## config.mk

```make
export PLATFORM = sky130hd
export DESIGN_NAME = text_console_cursor_control_top
export DESIGN_NICKNAME = d
export VERILOG_FILES = /design/src/sv/tccc_pkg.sv /design/src/sv/text_console_cursor_control_top.sv
export VERILOG_INCLUDE_DIRS = /design/src /design/src/sv
export SDC_FILE = /design/constraint.sdc
export NUM_CORES = 1
export LEC_CHECK = 0
export BUFFER_PORTS_ARGS = -buffer_cell sky130_fd_sc_hd__buf_2
export CAP_MARGIN = 20
export CORE_ASPECT_RATIO = 1.75
export CORE_MARGIN = 3
export CORE_UTILIZATION = 25
export DETAILED_ROUTE_END_ITERATION = 8
export PLACE_DENSITY = 0.52
export SLEW_MARGIN = 40
export SYNTH_ARGS = -nofsm -noshare
export SYNTH_HDL_FRONTEND = slang
export SYNTH_SLANG_ARGS = --single-unit
```

## constraint.sdc

```tcl
create_clock -name clk -period 6.2 [get_ports clk]
set_input_delay 0.31 -clock clk [delete_from_list [all_inputs] [get_ports clk]]
set_output_delay 0.31 -clock clk [all_outputs]
set_load 0.005 [all_outputs]
```

## src/sv/assert_macros.svh

```systemverilog
// Assertion helpers; empty when SYNTH is defined.
`ifndef ASSERT_MACROS_SVH
`define ASSERT_MACROS_SVH

`ifndef SYNTH
// Property must hold at every clock edge out of reset.
`define ASSERT_ALWAYS(lbl, clk, rstn, prop) \
  lbl: assert property (@(posedge clk) disable iff (!rstn) (prop)) \
    else $error("assertion failed: %m");
// Antecedent implies consequent in the same cycle.
`define ASSERT_IMPLY(lbl, clk, rstn, ante, cons) \
  lbl: assert property (@(posedge clk) disable iff (!rstn) (ante) |-> (cons)) \
    else $error("assertion failed: %m");
`else
`define ASSERT_ALWAYS(lbl, clk, rstn, prop)
`define ASSERT_IMPLY(lbl, clk, rstn, ante, cons)
`endif

`endif

```

## src/sv/tccc_pkg.sv

```systemverilog
package tccc_pkg;

  // Field widths
  localparam int COL_W  = 9;
  localparam int ROW_W  = 10;
  localparam int CHAR_W = 8;
  localparam int STEP_W = 4;

  // Console geometry
  localparam int GLYPH_WIDTH  = 8;
  localparam int SCREEN_WIDTH = 320;
  localparam int LINE_HEIGHT  = 10;
  localparam int ROW_LIMIT    = 1023;
  localparam int CELL_STEP    = GLYPH_WIDTH + 1;

  localparam logic [COL_W-1:0] CELL_C      = COL_W'(CELL_STEP);
  localparam logic [COL_W-1:0] SCREEN_W_C  = COL_W'(SCREEN_WIDTH);
  localparam logic [COL_W-1:0] EDGE_COL_C  = COL_W'(SCREEN_WIDTH - 2);
  localparam logic [COL_W-1:0] BS_COL_C    = COL_W'(SCREEN_WIDTH - GLYPH_WIDTH + 1);
  localparam logic [ROW_W-1:0] LINE_H_C    = ROW_W'(LINE_HEIGHT);
  localparam logic [ROW_W-1:0] ROW_LIMIT_C = ROW_W'(ROW_LIMIT);

  // Character codes
  localparam logic [CHAR_W-1:0] CHAR_BS    = 8'd8;
  localparam logic [CHAR_W-1:0] CHAR_TAB   = 8'd9;
  localparam logic [CHAR_W-1:0] CHAR_NL    = 8'd10;
  localparam logic [CHAR_W-1:0] CHAR_CR    = 8'd13;
  localparam logic [CHAR_W-1:0] CHAR_SPACE = 8'd32;

  // Result kinds
  localparam logic KIND_DRAW   = 1'b0;
  localparam logic KIND_CURSOR = 1'b1;

  // Index of the final result per transaction type
  localparam logic [STEP_W-1:0] STEP_FIRST    = STEP_W'(0);
  localparam logic [STEP_W-1:0] STEP_GLYPH_LAST = STEP_W'(2);
  localparam logic [STEP_W-1:0] STEP_TAB_LAST = STEP_W'(8);

  typedef struct packed {
    logic              kind;
    logic [COL_W-1:0]  pos_x;
    logic [ROW_W-1:0]  pos_y;
    logic [CHAR_W-1:0] glyph_color;
    logic [CHAR_W-1:0] glyph_code;
    logic              last;
  } result_t;

endpackage

```

## src/sv/text_console_cursor_control_top.sv

```systemverilog
// Cursor tracking for a pixel-addressed text console. Each input transaction is
// one character byte; the block answers with glyph draw commands and cursor
// updates, one result per cycle from its single output register unless out_stall
// holds it, the final one flagged by out_last. Newline, carriage return and
// backspace at column zero give one result, a printable glyph or any other
// backspace three, a tab nine. The next character is taken in the cycle the
// previous character's last result is loaded, so one-result characters stream
// at one per clock while out_stall is low. text_color may be written only while
// the block is idle.
`include "assert_macros.svh"

module text_console_cursor_control_top
  import tccc_pkg::*;
(
  input  logic              clk,
  input  logic              rst_n,
  input  logic              cfg_we,
  input  logic [CHAR_W-1:0] cfg_wdata,
  input  logic              in_valid,
  output logic              in_stall,
  input  logic [CHAR_W-1:0] in_char_code,
  output logic              out_valid,
  input  logic              out_stall,
  output logic              out_kind,
  output logic [COL_W-1:0]  out_pos_x,
  output logic [ROW_W-1:0]  out_pos_y,
  output logic [CHAR_W-1:0] out_glyph_color,
  output logic [CHAR_W-1:0] out_glyph_code,
  output logic              out_last
);

  logic [CHAR_W-1:0] color_r;
  logic              busy_r;
  logic [CHAR_W-1:0] code_r;
  logic [STEP_W-1:0] step_r;
  logic [COL_W-1:0]  col_r, col_nxt;
  logic [ROW_W-1:0]  row_r, row_nxt;
  logic              out_valid_r;
  result_t           res_r, res_nxt;

  logic              advance;
  logic              in_accept;
  logic              is_last;
  logic              is_draw;
  logic [STEP_W-1:0] last_step;
  logic [COL_W-1:0]  back_col, pre_col, draw_col;
  logic [ROW_W-1:0]  row_dn, row_up, draw_row;
  logic [ROW_W:0]    row_sum;
  logic [COL_W:0]    col_sum;
  logic              wrap;
  logic              col_zero;
  logic              glyph_op;
  logic [CHAR_W-1:0] draw_code;

  // While busy, emit a result whenever the output register is free or drains
  assign advance   = busy_r && (!out_valid_r || !out_stall);
  assign in_stall  = busy_r && !(advance && is_last);
  assign in_accept = in_valid && !in_stall;

  // Cursor arithmetic
  assign col_zero = (col_r == '0);
  assign back_col = (col_r < CELL_C) ? '0 : col_r - CELL_C;
  assign row_sum  = {1'b0, row_r} + {1'b0, LINE_H_C};
  assign row_dn   = (row_sum > {1'b0, ROW_LIMIT_C}) ? ROW_LIMIT_C : row_sum[ROW_W-1:0];
  assign row_up   = (row_r < LINE_H_C) ? '0 : row_r - LINE_H_C;

  // Backspace steps back one cell before printing its space
  assign pre_col  = (code_r == CHAR_BS) ? back_col : col_r;
  assign col_sum  = {1'b0, pre_col} + {1'b0, CELL_C};
  assign wrap     = (pre_col >= EDGE_COL_C) || (col_sum >= {1'b0, SCREEN_W_C});
  assign draw_col = wrap ? '0 : pre_col;
  assign draw_row = wrap ? row_dn : row_r;

  // Decode the transaction type
  always_comb begin
    glyph_op  = 1'b1;
    last_step = STEP_GLYPH_LAST;
    draw_code = code_r;
    unique case (code_r)
      CHAR_NL, CHAR_CR: begin
        glyph_op  = 1'b0;
        last_step = STEP_FIRST;
      end
      CHAR_TAB: begin
        last_step = STEP_TAB_LAST;
        draw_code = CHAR_SPACE;
      end
      CHAR_BS: begin
        draw_code = CHAR_SPACE;
        if (step_r == STEP_FIRST && col_zero) begin
          glyph_op  = 1'b0;
          last_step = STEP_FIRST;
        end
      end
      default: begin
        glyph_op  = 1'b1;
      end
    endcase
  end

  assign is_last = (step_r == last_step);
  assign is_draw = glyph_op && !step_r[0] && !is_last;

  // Build the next result and the cursor it leaves behind
  always_comb begin
    col_nxt = col_r;
    row_nxt = row_r;
    res_nxt = '{kind: KIND_CURSOR, pos_x: col_r, pos_y: row_r,
                glyph_color: '0, glyph_code: '0, last: is_last};
    if (is_last) begin
      case (code_r)
        CHAR_NL: begin
          row_nxt = row_dn;
          col_nxt = '0;
        end
        CHAR_CR: begin
          col_nxt = '0;
        end
        CHAR_BS: begin
          if (step_r != STEP_FIRST) begin
            col_nxt = back_col;
          end else if (row_r != '0) begin
            row_nxt = row_up;
            col_nxt = BS_COL_C;
          end
        end
        default: begin
          col_nxt = col_r;
        end
      endcase
      res_nxt.pos_x = col_nxt;
      res_nxt.pos_y = row_nxt;
    end else if (is_draw) begin
      col_nxt             = draw_col + CELL_C;
      row_nxt             = draw_row;
      res_nxt.kind        = KIND_DRAW;
      res_nxt.pos_x       = draw_col;
      res_nxt.pos_y       = draw_row;
      res_nxt.glyph_color = color_r;
      res_nxt.glyph_code  = draw_code;
    end
  end

  // Control state: color, item sequencer, cursor, output valid
  always_ff @(posedge clk) begin
    if (!rst_n) begin
      color_r     <= 8'd2;
      busy_r      <= 1'b0;
      step_r      <= '0;
      col_r       <= '0;
      row_r       <= '0;
      out_valid_r <= 1'b0;
    end else begin
      if (cfg_we) begin
        color_r <= cfg_wdata;
      end
      if (in_accept) begin
        busy_r <= 1'b1;
        step_r <= STEP_FIRST;
      end else if (advance) begin
        if (is_last) begin
          busy_r <= 1'b0;
        end
        step_r <= step_r + STEP_W'(1);
      end
      if (advance) begin
        col_r       <= col_nxt;
        row_r       <= row_nxt;
        out_valid_r <= 1'b1;
      end else if (!out_stall) begin
        out_valid_r <= 1'b0;
      end
    end
  end

  // Payload registers
  always_ff @(posedge clk) begin
    if (in_accept) begin
      code_r <= in_char_code;
    end
    if (advance) begin
      res_r <= res_nxt;
    end
  end

  assign out_valid       = out_valid_r;
  assign out_kind        = res_r.kind;
  assign out_pos_x       = res_r.pos_x;
  assign out_pos_y       = res_r.pos_y;
  assign out_glyph_color = res_r.glyph_color;
  assign out_glyph_code  = res_r.glyph_code;
  assign out_last        = res_r.last;

  // Checks
  `ASSERT_IMPLY(a_step_range, clk, rst_n, busy_r, step_r <= STEP_TAB_LAST)
  `ASSERT_IMPLY(a_accept_on_last, clk, rst_n, in_accept && busy_r, advance && is_last)
  `ASSERT_ALWAYS(a_col_on_screen, clk, rst_n, col_r < SCREEN_W_C)
  `ASSERT_ALWAYS(a_row_limit, clk, rst_n, row_r <= ROW_LIMIT_C)
  `ASSERT_IMPLY(a_draw_not_last, clk, rst_n, advance && is_draw, !is_last && glyph_op)

endmodule

```

# Word-level counts from Yosys, hierarchy flattened
# Cells that the tools add are included.
[classes]
addsub = 6
magnitude_cmp = 5
n_eq_ne = 6
n_mux = 28
bitwise = 2
reduce_logical = 29
[ops]
columns = ["operator", "n"]
rows = [
  ["$mux W10", 7],
  ["$mux W9", 7],
  ["$mux W36", 1],
  ["$eq A8 B4 Y1 const B", 4],
  ["$pmux W10 S2", 1],
  ["$mux W19", 1],
  ["$pmux W9 S2", 1],
  ["$pmux W4 S3", 1],
  ["$add A10 B4 Y11 const B", 1],
  ["$gt A11 B10 Y1 const B", 1],
  ["$add A9 B4 Y10 const B", 1],
  ["$ge A10 B9 Y1 const B", 1],
  ["$lt A10 B4 Y1 const B", 1],
  ["$reduce_bool A10 Y1", 1],
  ["$sub A10 B4 Y10 const B", 1],
  ["$add A9 B4 Y9 const B", 1],
  ["$ge A9 B9 Y1 const B", 1],
  ["$logic_not A9 Y1", 1],
  ["$lt A9 B4 Y1 const B", 1],
  ["$sub A9 B4 Y9 const B", 1],
  ["$mux W8", 1],
  ["$reduce_or A2 Y1", 4],
  ["$logic_and A1 B1 Y1", 7],
  ["$logic_not A1 Y1", 6],
  ["other kinds (13)", 23],
]
[totals]
regBits = 78
input_bits = 21
output_inout_bits = 39
wordCells = 90

# Longest topological paths before layout
# Gate-level depths: netlist of run 1.
[depth]
depth_word = 12
mapped_depth = 17
mapped_depth_nobuf = 16

# Least setup slack after synthesis of run 1
# Ideal clock, no wire load.
[synth_path]
path_kind = "register -> register"
from = "reg code_r[5]"
to = "reg col_r[8]"
setup_ns = 0.115
t_arrival_ns = 3.194
required_time_ns = 6.085
path_slack_ns = 2.892
stages_incl_launch_ff = 17
path_buffers = 2
period_less_slack_ns = 3.308
cell_sequence = "edfxtp_1 buf_4 nor4_4 and2_1 buf_4 nand3_1 a21o_1 a22oi_2 nor2_1 nor2_1 ha_1 inv_1 o211ai_1 nand2_1 nor2_1 a311oi_1 a2111oi_0"
[synth_via]
elab_chain_len = 9
word_cells_on_any_way = 23
cone_classes = "2 x add/sub; 2 x order compare; 5 x eq/ne; 7 x mux; 7 x reduce/logical"
[synth_lines]
columns = ["item", "line", "source"]
rows = [
  ["start, declared", "text_console_cursor_control_top.sv:34", "logic [CHAR_W-1:0] code_r;"],
  ["start signal, assigned", "text_console_cursor_control_top.sv:179", "code_r <= in_char_code;"],
  ["$eq A8 B4 Y1", "text_console_cursor_control_top.sv:68, text_console_cursor_control_top.sv:79, text_console_cursor_control_top.sv:111", ""],
  ["$mux W9", "text_console_cursor_control_top.sv:68", "assign pre_col = (code_r == CHAR_BS) ? back_col : col_r;"],
  ["$add A9 B4 Y10", "text_console_cursor_control_top.sv:69", "assign col_sum = {1'b0, pre_col} + {1'b0, CELL_C};"],
  ["$ge A10 B9 Y1", "text_console_cursor_control_top.sv:70", "assign wrap = (pre_col >= EDGE_COL_C) || (col_sum >= {1'b0, SCREEN_W_C});"],
  ["$logic_or A1 B1 Y1", "text_console_cursor_control_top.sv:70", ""],
  ["$mux W9", "text_console_cursor_control_top.sv:71", "assign draw_col = wrap ? '0 : pre_col;"],
  ["$add A9 B4 Y9", "text_console_cursor_control_top.sv:134", "col_nxt = draw_col + CELL_C;"],
  ["$mux W9", "text_console_cursor_control_top.sv:133", "end else if (is_draw) begin"],
  ["$mux W9", "text_console_cursor_control_top.sv:110", "if (is_last) begin"],
  ["end signal, assigned", "text_console_cursor_control_top.sv:167", "col_r <= col_nxt;"],
  ["end, declared", "text_console_cursor_control_top.sv:36", "logic [COL_W-1:0] col_r, col_nxt;"],
]
# Parallel ways exist; a longest one is shown, timed or not. The select of a mux whose other input is x is not followed.
# A chain may end at the register's enable or synchronous reset.

# Final worst setup path of run 1
# Same ends and word-level chain as after synthesis.

==> summary.txt, run 1 <==
Run status
  – Status: finished, final reports clean

Die
  – Die area: 0.0222 mm2
  – Die X: 114 um
  – Initial core utilization: 25.6%
  – Die H: 195 um
  – Core area: 0.0199 mm2
  – Num rows: 68
  – Ports: 60

Yosys
  – Cell count after synthesis: 584
  – Sequential fraction of the synthesis area: 39.5%
  – EDFF count, synth: 45
  – Mapped cell area: 0.00510 mm2
  – Synth top area cells: edfxtp_1, dfxtp_1, nand2_1
  – Top cell type's share of synthesized area: 26.5%
  – Share of flip-flops with an asynchronous set or reset: 0%
  – Flops & latches, synth: 78
  – Yosys top cell by area: edfxtp_1
  – Synthesized area per cell: 8.73 um2
  – Number of library cell types mapped by synthesis: 83
  – Main synth FF type: edfxtp_1
  – Yosys warns: 0
  – Mapped Nets: 612

Clock network
  – Clk_lat worst skew: 0.35 ns
  – Hold_buf cts: 0
  – Root Driver: clkbuf_16
  – Reg clk slew, reported paths: 0.06 ns
  – Num CTS Buffers: 9
  – CTS max path bufs: 2
  – H-tree levels: 3
  – CTS tree: built
  – CTS sink cnt: 78
  – Cts repair resizes: 0
  – # Post-CTS Setup Buffers: 0

Critical path
  – Reg2Reg Depth: 14
  – Crit-path cells: nor4_4 -> and2_1 -> nand2_1 -> a32o_1 -> a22oi_2 -> nor2_1 -> nor2_1 -> ha_1 -> inv_1 -> o211ai_1 -> nand2_1 -> nor2_1 -> a311oi_1 -> a2111oi_0
  – Worst endpoint required time: 6.43 ns
  – CP Max Fanout: 14
  – Reg2reg setup slack: 1.91 ns
  – CP peak stage delay: 0.57 ns
  – Worst Path Arrival: 4.52 ns
  – Worst R2R Start: code_r[5]
  – Slowest-stage cell, CP: edfxtp_1
  – Startpoint Class: flop
  – Most used cell, CP: nor2_1
  – Reg-to-Reg End: col_r[8]
  – WS Path Type: reg2reg
  – Worst Setup End Kind: flop

Finish
  – Layout cell share with drive strength beyond 1: 18.1%
  – Antenna Cells: 0
  – Nets: 642
  – Commonest non-fill, non-tap cell in the layout: buf_2
  – Area Overhead vs Synth: 14.2%
  – Fin util: 29.3%
  – Commonest non-fill, non-tap cells in the layout: buf_2, nand2_1, nor2_1, edfxtp_1, o21ai_0

Timing
  – Final Skew: 0.0117 ns
  – Final worst-path setup slack: 1.91 ns
  – Tcrit/Tclk final: 69.2%
  – Count of final setup violators: 0
  – RSZ-0062 raised after global routing: false
  – Max-slew violations: 0
  – Fin Setup TNS: 0 ns
  – Fmax: 233 MHz
  – Slew @ Worst Pin: 0.775 ns
  – Slew margin rel.: 48.3%
  – Final min period: 4.29 ns
  – Hold Vio Cnt, Final: 0

Detailed routing
  – Vias after detailed routing: 4754
  – DR iter-0 viols: 285
  – Drt pass-1 iters: 5
  – DRC viols: 0
  – DR WL/cell: 20.0 um
  – Vias per inst: 5.50
  – Antenna Violating Nets Remaining: 0
  – Final WL: 17300 um

Power
  – Sequential fraction of design power: 44.6%
  – PD cells: 244 mW/mm2
  – Leakage: 2.09 nW
  – NetSw: 0.442 mW
  – Sw Ratio: 31.1%
  – Internal power: 0.981 mW
  – Maximum vdd drop: 155 uV
  – Clock Power Share: 34.2%
  – Power share of the combinational group: 21.2%
  – Pwr Total: 1.42 mW

Flow run
  – Max Cap Violations: 0

GRT
  – Largest net degree at the start of global routing: 45
  – Vias in the first global route: 4736
  – Initial antenna violation count: 0
  – Tot GR Track Use: 15.8%
  – Congestion Overflow GR: 0
  – First-pass GRT wire length: 27000 um

Placement
  – Routability congestion estimate: 0.912
  – Input/output buffers: 59
  – DP HPWL: 12800 um
  – Dpl ws: 1.96 ns

Worst hold path
  – Min-Delay Startpoint: in_char_code[7]
  – Hold EP: code_r[7]
  – Type of the most critical hold path: in2reg
  – Hold Path Stages: 1
routing by layer:
metal,GRT usage (%),vias up,part of all wire [%]
met5,0,-,0
met4,10.7,0,5.8
met3,2.15,44,3.2
met2,28.5,140,55
met1,16.4,2292,36
li1,-,2278,-
worst max-delay path by stage:
stage                         start        end  slack [ns]  cells after the start
after floorplan           code_r[5]   col_r[8]        2.89                     16
after global placement    step_r[0]  code_r[0]        2.12                     10
after detailed placement  code_r[5]   col_r[8]        1.96                     14
after CTS                 code_r[5]   col_r[8]        1.93                     14
after global routing      code_r[5]   col_r[8]        1.47                     13
final                     code_r[5]   col_r[8]        1.91                     14
registers in the layout, summed over array words and instances (netlist names):
| register | count |
|---|---|
| out_pos_y | 10 |
| row_r | 10 |
| col_r | 9 |
| out_pos_x | 9 |
| code_r | 8 |
| color_r | 8 |
| out_glyph_code | 8 |
| out_glyph_color | 8 |
| step_r | 4 |
| busy_r | 1 |
| out_kind | 1 |
| out_last | 1 |
| out_valid | 1 |
power groups by stage:
stage               clock network [mW]  logic, mW  registers [mW]
floorplan                            0      0.223           0.619
global placement                     0      0.302           0.645
detailed placement                   0      0.302           0.645
CTS                              0.502      0.303           0.634
global route                     0.522      0.332           0.641
finish                           0.487      0.302           0.634
worst max-delay path: cells and delay by family, from the launching register on:
family          cells  cell delay, ns
compound gates      5            1.43
fa+ha+maj           1            0.20
buf+inv             1            0.07
flops               1            0.57
simple gates        7            1.88
metrics by stage:
stage	instance area (um2)	hold WS (ns)	instances
finish	5820	0.141	864
floorplan	5100	0.409	584
detailed placement	5550	0.456	848
CTS	5820	0.128	864
global placement	5540	0.450	848
global route	5820	0.134	864
cell families after synthesis:
family | synth area share, %
AO/OA/AOI/OAI | 25.9
XOR/XNOR | 2.38
buffers and inverters | 5.40
AND/OR/NAND/NOR | 21.5
flip-flops | 39.5
adder cells (fa/ha/maj) | 1.72
multiplexers | 3.63
cell type report:
class                   count  area [um2]
clock buffers              12         246
clock inverters             4        22.5
fillers                  2186       14100
inverters                  18        67.6
multi-input cells         443        2840
flip-flops and latches     78        2010
well taps                 245         307
repair buffers             64         333
Yosys cell counts, types with 6 or more instances:
cell and n:
and3_1 15, clkbuf_1 28, mux2i_1 14, ha_1 7, o31ai_1 10, buf_2 10
nor4_1 8, xor2_1 6, a211oi_1 10, nand2_1 57, dfxtp_1 33, o211ai_1 7
inv_1 15, or3_1 10, a21oi_1 39, edfxtp_1 45, nor2_1 45, xnor2_1 6
a31oi_1 16, o21ai_0 41, nor3_1 16, nand3_1 18
(Power assumes the default switching activity.)
==> inputs of run 2 (changes only) <==
Settings changed: PLACE_DENSITY 0.52 to 0.53.
Clock period 6.2 ns to 3.5 ns, I/O delays scaled along.
==> run 2 against run 1 <==
  * Register-to-register slack lost 1.8 ns
  * Cell count grew 7.2%
  * Combinational power grew 120%
  * Hold slack lost 0.14 ns
  * Routed wire length grew 9.7%
  * Maximum frequency grew 28%
  * Global-route usage grew 1.4 points
  * Critical path depth shrank 3
  * First-iteration DRC count shrank 1.1%
  * Critical endpoint is now row_r[6]
==> summary.txt, run 2 (synthesis results as in run 1) <==
Clock network
  – CTS sink cnt: 78 (unchanged)
  – Clk_lat worst skew: 0.35 ns (about the same)
  – # Post-CTS Setup Buffers: 0 (unchanged)
  – H-tree levels: 3 (unchanged)
  – CTS max path bufs: 2 (unchanged)
  – Reg clk slew, reported paths: 0.06 ns (about the same)
  – Num CTS Buffers: 9 (unchanged)
  – Root Driver: clkbuf_16
  – CTS tree: built

Detailed routing
  – Vias per inst: 5.51 (+0.11%)
  – DRC viols: 0 (unchanged)
  – Final WL: 19000 um (+9.7%)
  – DR WL/cell: 20.5 um (+2.4%)
  – Vias after detailed routing: 5101 (+7.3%)
  – Drt pass-1 iters: 5 (unchanged)
  – DR iter-0 viols: 282 (-1.1%)
  – Antenna Violating Nets Remaining: 0 (unchanged)

Critical path
  – Reg2Reg Depth: 11 (-3)
  – Startpoint Class: flop
  – CP peak stage delay: 0.56 ns (about the same)
  – Slowest-stage cell, CP: or4b_1
  – WS Path Type: reg2reg
  – Crit-path cells: or4b_1 -> buf_4 -> nor4b_1 -> a211oi_2 -> xnor2_2 -> or2_1 -> inv_2 -> buf_12 -> or4_1 -> o31ai_1 -> o41ai_1
  – Worst endpoint required time: 3.72 ns (-2.71 ns)
  – Reg2reg setup slack: 0.15 ns (-1.76 ns)
  – CP Max Fanout: 22 (+8)
  – Worst Setup End Kind: flop
  – Worst Path Arrival: 3.58 ns (-0.94 ns)

Power
  – Leakage: 2.44 nW (+17%)
  – Pwr Total: 2.76 mW (+94%)
  – Maximum vdd drop: 263 uV (+70%)
  – PD cells: 429 mW/mm2 (+76%)

Die
  – Die H: 195 um (unchanged)
  – Die area: 0.0222 mm2 (unchanged)
  – Num rows: 68 (unchanged)
  – Core area: 0.0199 mm2 (unchanged)
  – Ports: 60 (unchanged)
  – Die X: 114 um (unchanged)
  – Initial core utilization: 25.6% (unchanged)

GRT
  – Largest net degree at the start of global routing: 44 (-2.2%)
  – First-pass GRT wire length: 29200 um (+8.2%)
  – Tot GR Track Use: 17.2% (+1.4 points)
  – Initial antenna violation count: 0 (unchanged)
  – Vias in the first global route: 5213 (+10%)
  – Congestion Overflow GR: 0 (unchanged)

Timing
  – Final Skew: 0.00620 ns (-0.00554 ns)
  – RSZ-0062 raised after global routing: true
  – Hold Vio Cnt, Final: 0 (unchanged)
  – Tcrit/Tclk final: 95.8% (+27 points)
  – Count of final setup violators: 0 (unchanged)
  – Fmax: 298 MHz (+28%)
  – Final min period: 3.35 ns (-0.939 ns)
  – Slew margin rel.: 46.5% (-1.8 points)
  – Slew @ Worst Pin: 0.802 ns (+0.0267 ns)
  – Max-slew violations: 0 (unchanged)

Worst hold path
  – Hold Path Stages: 1 (unchanged)
  – Type of the most critical hold path: in2reg

Finish
  – Commonest non-fill, non-tap cells in the layout: buf_2, buf_4, nand2_1
  – Fin util: 32.3% (+3.1 points)
  – Layout cell share with drive strength beyond 1: 26.4% (+8.3 points)
  – Antenna Cells: 0 (unchanged)
  – Area Overhead vs Synth: 26.2%
  – Post-route insts no fill: 926 (+7.2%)
  – Nets: 704 (+9.7%)

Placement
  – Routability congestion estimate: 0.951 (+4.2%)
  – DP HPWL: 14400 um (+12%)
  – Input/output buffers: 59 (unchanged)
  – Placed Instances: 905 (+6.7%)

Run status
  – Status: finished, final reports clean

Flow run
  – Max Cap Violations: 0 (unchanged)
## run 2: repair_timing
item | in CTS | in global routing
endpoints found under the setup margin | 0 | 13
resized for setup | 0 | 17
endpoints found under the hold margin | 5 | 0
hold buffers | 5 | 0
## run 2: power breakdown
part	leakage (nW)	total [mW]	internal (mW)	switching (mW)
Sequential	0.708	1.11	1.05	0.0600
Clock	0.157	0.985	0.585	0.400
Combinational	1.58	0.670	0.272	0.398
## run 2: metrics by stage
step / TNS (ns) / worst slack (ns) / cell area, um2 / hold slack, ns
final: 0 / 0.148 / 6440 / 0.00498
after CTS: 0 / 0.0167 / 6370 / 0.00216
after detailed placement: 0 / 0.0690 / 6000 / 0.354
after global placement: 0 / 0.109 / 6000 / 0.355
after floorplan: 0 / 0.192 / 5100 / 0.274
after global routing: -0.0460 / -0.0455 / 6440 / 0.00481
## run 2: critical path, delay by kind of cell (launching register included)
family                    cells  cell delay, ns
and+or+nand+nor               4            1.77
buffers and inverters         3            0.55
xor gates and xnor gates      1            0.21
DFF                           1            0.44
AOI/OAI and AO/OA             3            0.25
## run 2: final cells by class
type | count | area (um2)
clock buffer | 13 | 292
tap | 245 | 307
clock inverter | 3 | 22.5
sequential | 78 | 2010
fill | 2174 | 13500
timing repair buffer | 126 | 848
inverter | 18 | 67.6
multi-input combinational | 443 | 2890
## run 2: worst paths after layout
check	start	to
hold reg to reg	color_r[1]	color_r[1]
hold / removal	in_char_code[5]	code_r[5]
setup reg to reg	code_r[4]	row_r[6]
setup / recovery	code_r[4]	row_r[6]
## run 2: layer usage
| metal | part of all wire [%] | vias up | track usage (%) |
|---|---|---|---|
| met4 | 8.1 | 0 | 13.1 |
| met2 | 52 | 207 | 31.4 |
| met5 | 0 | - | 0 |
| met3 | 4.6 | 88 | 2.80 |
| met1 | 35 | 2408 | 16.8 |
| li1 | - | 2398 | - |
==> inputs of run 3 (changes only) <==
Settings changed: CORE_UTILIZATION 25 to 35, CTS_CLUSTER_SIZE set to 8, PLACE_DENSITY 0.53 to 0.63.
Clock period 3.5 ns to 3.7 ns, I/O delays scaled along.
==> run 3 against run 2 <==
  * Sequential share of layout area rose by 1.7 points
  * Combinational power fell by 8.8%
  * Worst setup slack gained 0.096 ns
  * Clock-buffer cell count is 4 lower
  * Cell count is 9.3% lower
  * Hold slack better by 0.0049 ns
  * Critical path depth down 3
  * Sequential cell count stayed put
  * Critical endpoint is now in_stall
  * Largest power group unchanged
==> summary.txt, run 3 (synthesis results as in run 1) <==
Clock network
  – Root Driver: clkbuf_16
  – H-tree levels: 3 (unchanged)
  – Clk_lat worst skew: 0.34 ns (about the same)
  – CTS sink cnt: 78 (unchanged)
  – Reg clk slew, reported paths: 0.07 ns (about the same)
  – CTS tree: built
  – CTS max path bufs: 2 (unchanged)
  – # Post-CTS Setup Buffers: 0 (unchanged)
  – Num CTS Buffers: 9 (unchanged)

Critical path
  – Worst Path Arrival: 3.27 ns (-0.31 ns)
  – CP Max Fanout: 19 (-14%)
  – CP peak stage delay: 0.71 ns (+0.15 ns)
  – Startpoint Class: flop
  – Worst endpoint required time: 3.51 ns (-0.21 ns)
  – CP startpoint: code_r[6]
  – Buf/Inv on CP: 2 (-1)
  – Worst Setup End Kind: output pin
  – WS Path Type: reg2out
  – Crit-path cells: or4b_1 -> and4bb_2 -> xor2_1 -> or3_1 -> or2_1 -> inv_2 -> a21boi_1 -> buf_2
  – CP top delay family: simple AND/OR/NAND/NOR gates
  – Slowest-stage cell, CP: or4b_1
  – Reg2Reg Depth: 14 (+3)
  – Worst R2R Start: col_r[2]
  – Reg-to-Reg End: col_r[8]
  – Reg2reg setup slack: 0.29 ns (+0.14 ns)

Finish
  – Final Cell Area: 0.00610 mm2 (-5.2%)
  – Commonest non-fill, non-tap cell in the layout: buf_2
  – Nets: 686 (-2.6%)
  – Commonest non-fill, non-tap cells in the layout: buf_2, nand2_1, buf_4
  – Area Overhead vs Synth: 19.7%
  – Antenna Cells: 0 (unchanged)
  – Layout cell share with drive strength beyond 1: 23.7% (-2.8 points)
  – Fill cell count: 1399 (-36%)
  – Post-route insts no fill: 840 (-9.3%)

Die
  – Num rows: 57 (-16%)
  – Die H: 166 um (-15%)
  – Core area: 0.0140 mm2 (-29%)
  – Initial core utilization: 36.3% (+11 points)
  – Die X: 97.3 um (-15%)
  – Die area: 0.0161 mm2 (-27%)
  – Ports: 60 (unchanged)

Timing
  – RSZ-0062 raised after global routing: false
  – Fmax: 289 MHz
  – Final min period: 3.46 ns
  – Slew @ Worst Pin: 0.768 ns (-0.0334 ns)
  – Hold Vio Cnt, Final: 0 (unchanged)
  – Final Skew: 0.00581 ns (-0.000396 ns)
  – Max-slew violations: 0 (unchanged)
  – Tcrit/Tclk final: 93.4%
  – Fin Setup TNS: 0 ns (unchanged)
  – Slew margin rel.: 48.8% (+2.2 points)
  – Count of final setup violators: 0 (unchanged)

Power
  – Leakage: 2.31 nW (-5.6%)
  – Pwr Total: 2.53 mW (-8.3%)
  – Maximum vdd drop: 210 uV (-20%)
  – PD cells: 415 mW/mm2 (-3.2%)

Worst hold path
  – Type of the most critical hold path: in2reg
  – Hold Path Stages: 1 (unchanged)
  – Min-Delay Startpoint: in_char_code[0]
  – Hold EP: code_r[0]

Run status
  – Status: finished, final reports clean

Detailed routing
  – DR iter-0 viols: 308 (+9.2%)
  – DRC viols: 0 (unchanged)
  – Vias per inst: 6.07 (+10%)
  – Antenna Violating Nets Remaining: 0 (unchanged)
  – Final WL: 18700 um (-1.4%)
  – DR WL/cell: 22.2 um (+8.7%)
  – Vias after detailed routing: 5101 (unchanged)
  – Drt pass-1 iters: 4 (-1)

GRT
  – Tot GR Track Use: 22.9% (+5.7 points)
  – Met3 Use GR: 3.54% (+0.73 points)
  – Largest net degree at the start of global routing: 45 (+2.3%)
  – First-pass GRT wire length: 28800 um (-1.4%)
  – Initial antenna violation count: 0 (unchanged)
  – M2 GR Usage: 42.4% (+11 points)
  – Global route hottest layer: met2
  – GRT met1 Usage: 23.4% (+6.7 points)
  – Congestion Overflow GR: 0 (unchanged)
  – Vias in the first global route: 5166 (-0.90%)

Placement
  – Cell Area, Placed: 0.00581 mm2 (-3.3%)
  – Input/output buffers: 59 (unchanged)
  – Routability congestion estimate: 1.01 (+6.0%)
  – Placed Instances: 824 (-9.0%)
  – DP HPWL: 13700 um (-4.4%)

Flow run
  – Max Cap Violations: 0 (unchanged)
==> run 3: layer usage <==
metal	share of wire (%)	routed length [um]
met5	0	0
met4	6.2	1150
met3	5.0	938
met2	54	10100
met1	35	6480
==> run 3: final cells by class <==
| cell class | instances | area, um2 | area share (%) |
|---|---|---|---|
| Multi-Input combinational cell | 443 | 2820 | 46.3 |
| Sequential cell | 78 | 2010 | 33.0 |
| Tap cell | 177 | 221 | 3.63 |
| Clock inverter | 7 | 63.8 | 1.05 |
| Timing Repair Buffer | 108 | 688 | 11.3 |
| Clock buffer | 9 | 225 | 3.69 |
| Inverter | 18 | 67.6 | 1.11 |
==> run 3: repair_timing <==
item / CTS / global route
hold buffers: 0 / 0
resized for setup: 0 / 3
endpoints found under the setup margin: 0 / 1
==> run 3: worst max-delay path by stage <==
stage                          end  slack, ns  depth (start not counted)
after floorplan           col_r[8]       0.39                         16
after global placement    col_r[8]       0.37                         13
after detailed placement  col_r[8]       0.29                         13
after CTS                 in_stall       0.25                          8
after global routing      col_r[8]       0.02                         14
final                     in_stall       0.24                          8
==> run 3: power breakdown <==
part           internal [mW]  total, mW  switching (mW)  leakage, nW
clock network          0.470      0.880           0.410        0.136
logic                  0.238      0.611           0.373         1.46
registers              0.990       1.04          0.0519        0.708
total                   1.70       2.53           0.835         2.31
==> run 3: metrics by stage <==
| stage | hold slack [ns] | util, % | setup WS [ns] |
|---|---|---|---|
| after floorplan | 0.284 | - | 0.392 |
| after global placement | 0.362 | 41.3 | 0.371 |
| after detailed placement | 0.364 | 41.3 | 0.290 |
| after CTS | 0.00464 | 43.4 | 0.245 |
| after global routing | 0.0112 | 43.4 | 0.0222 |
| final | 0.00990 | 43.4 | 0.243 |
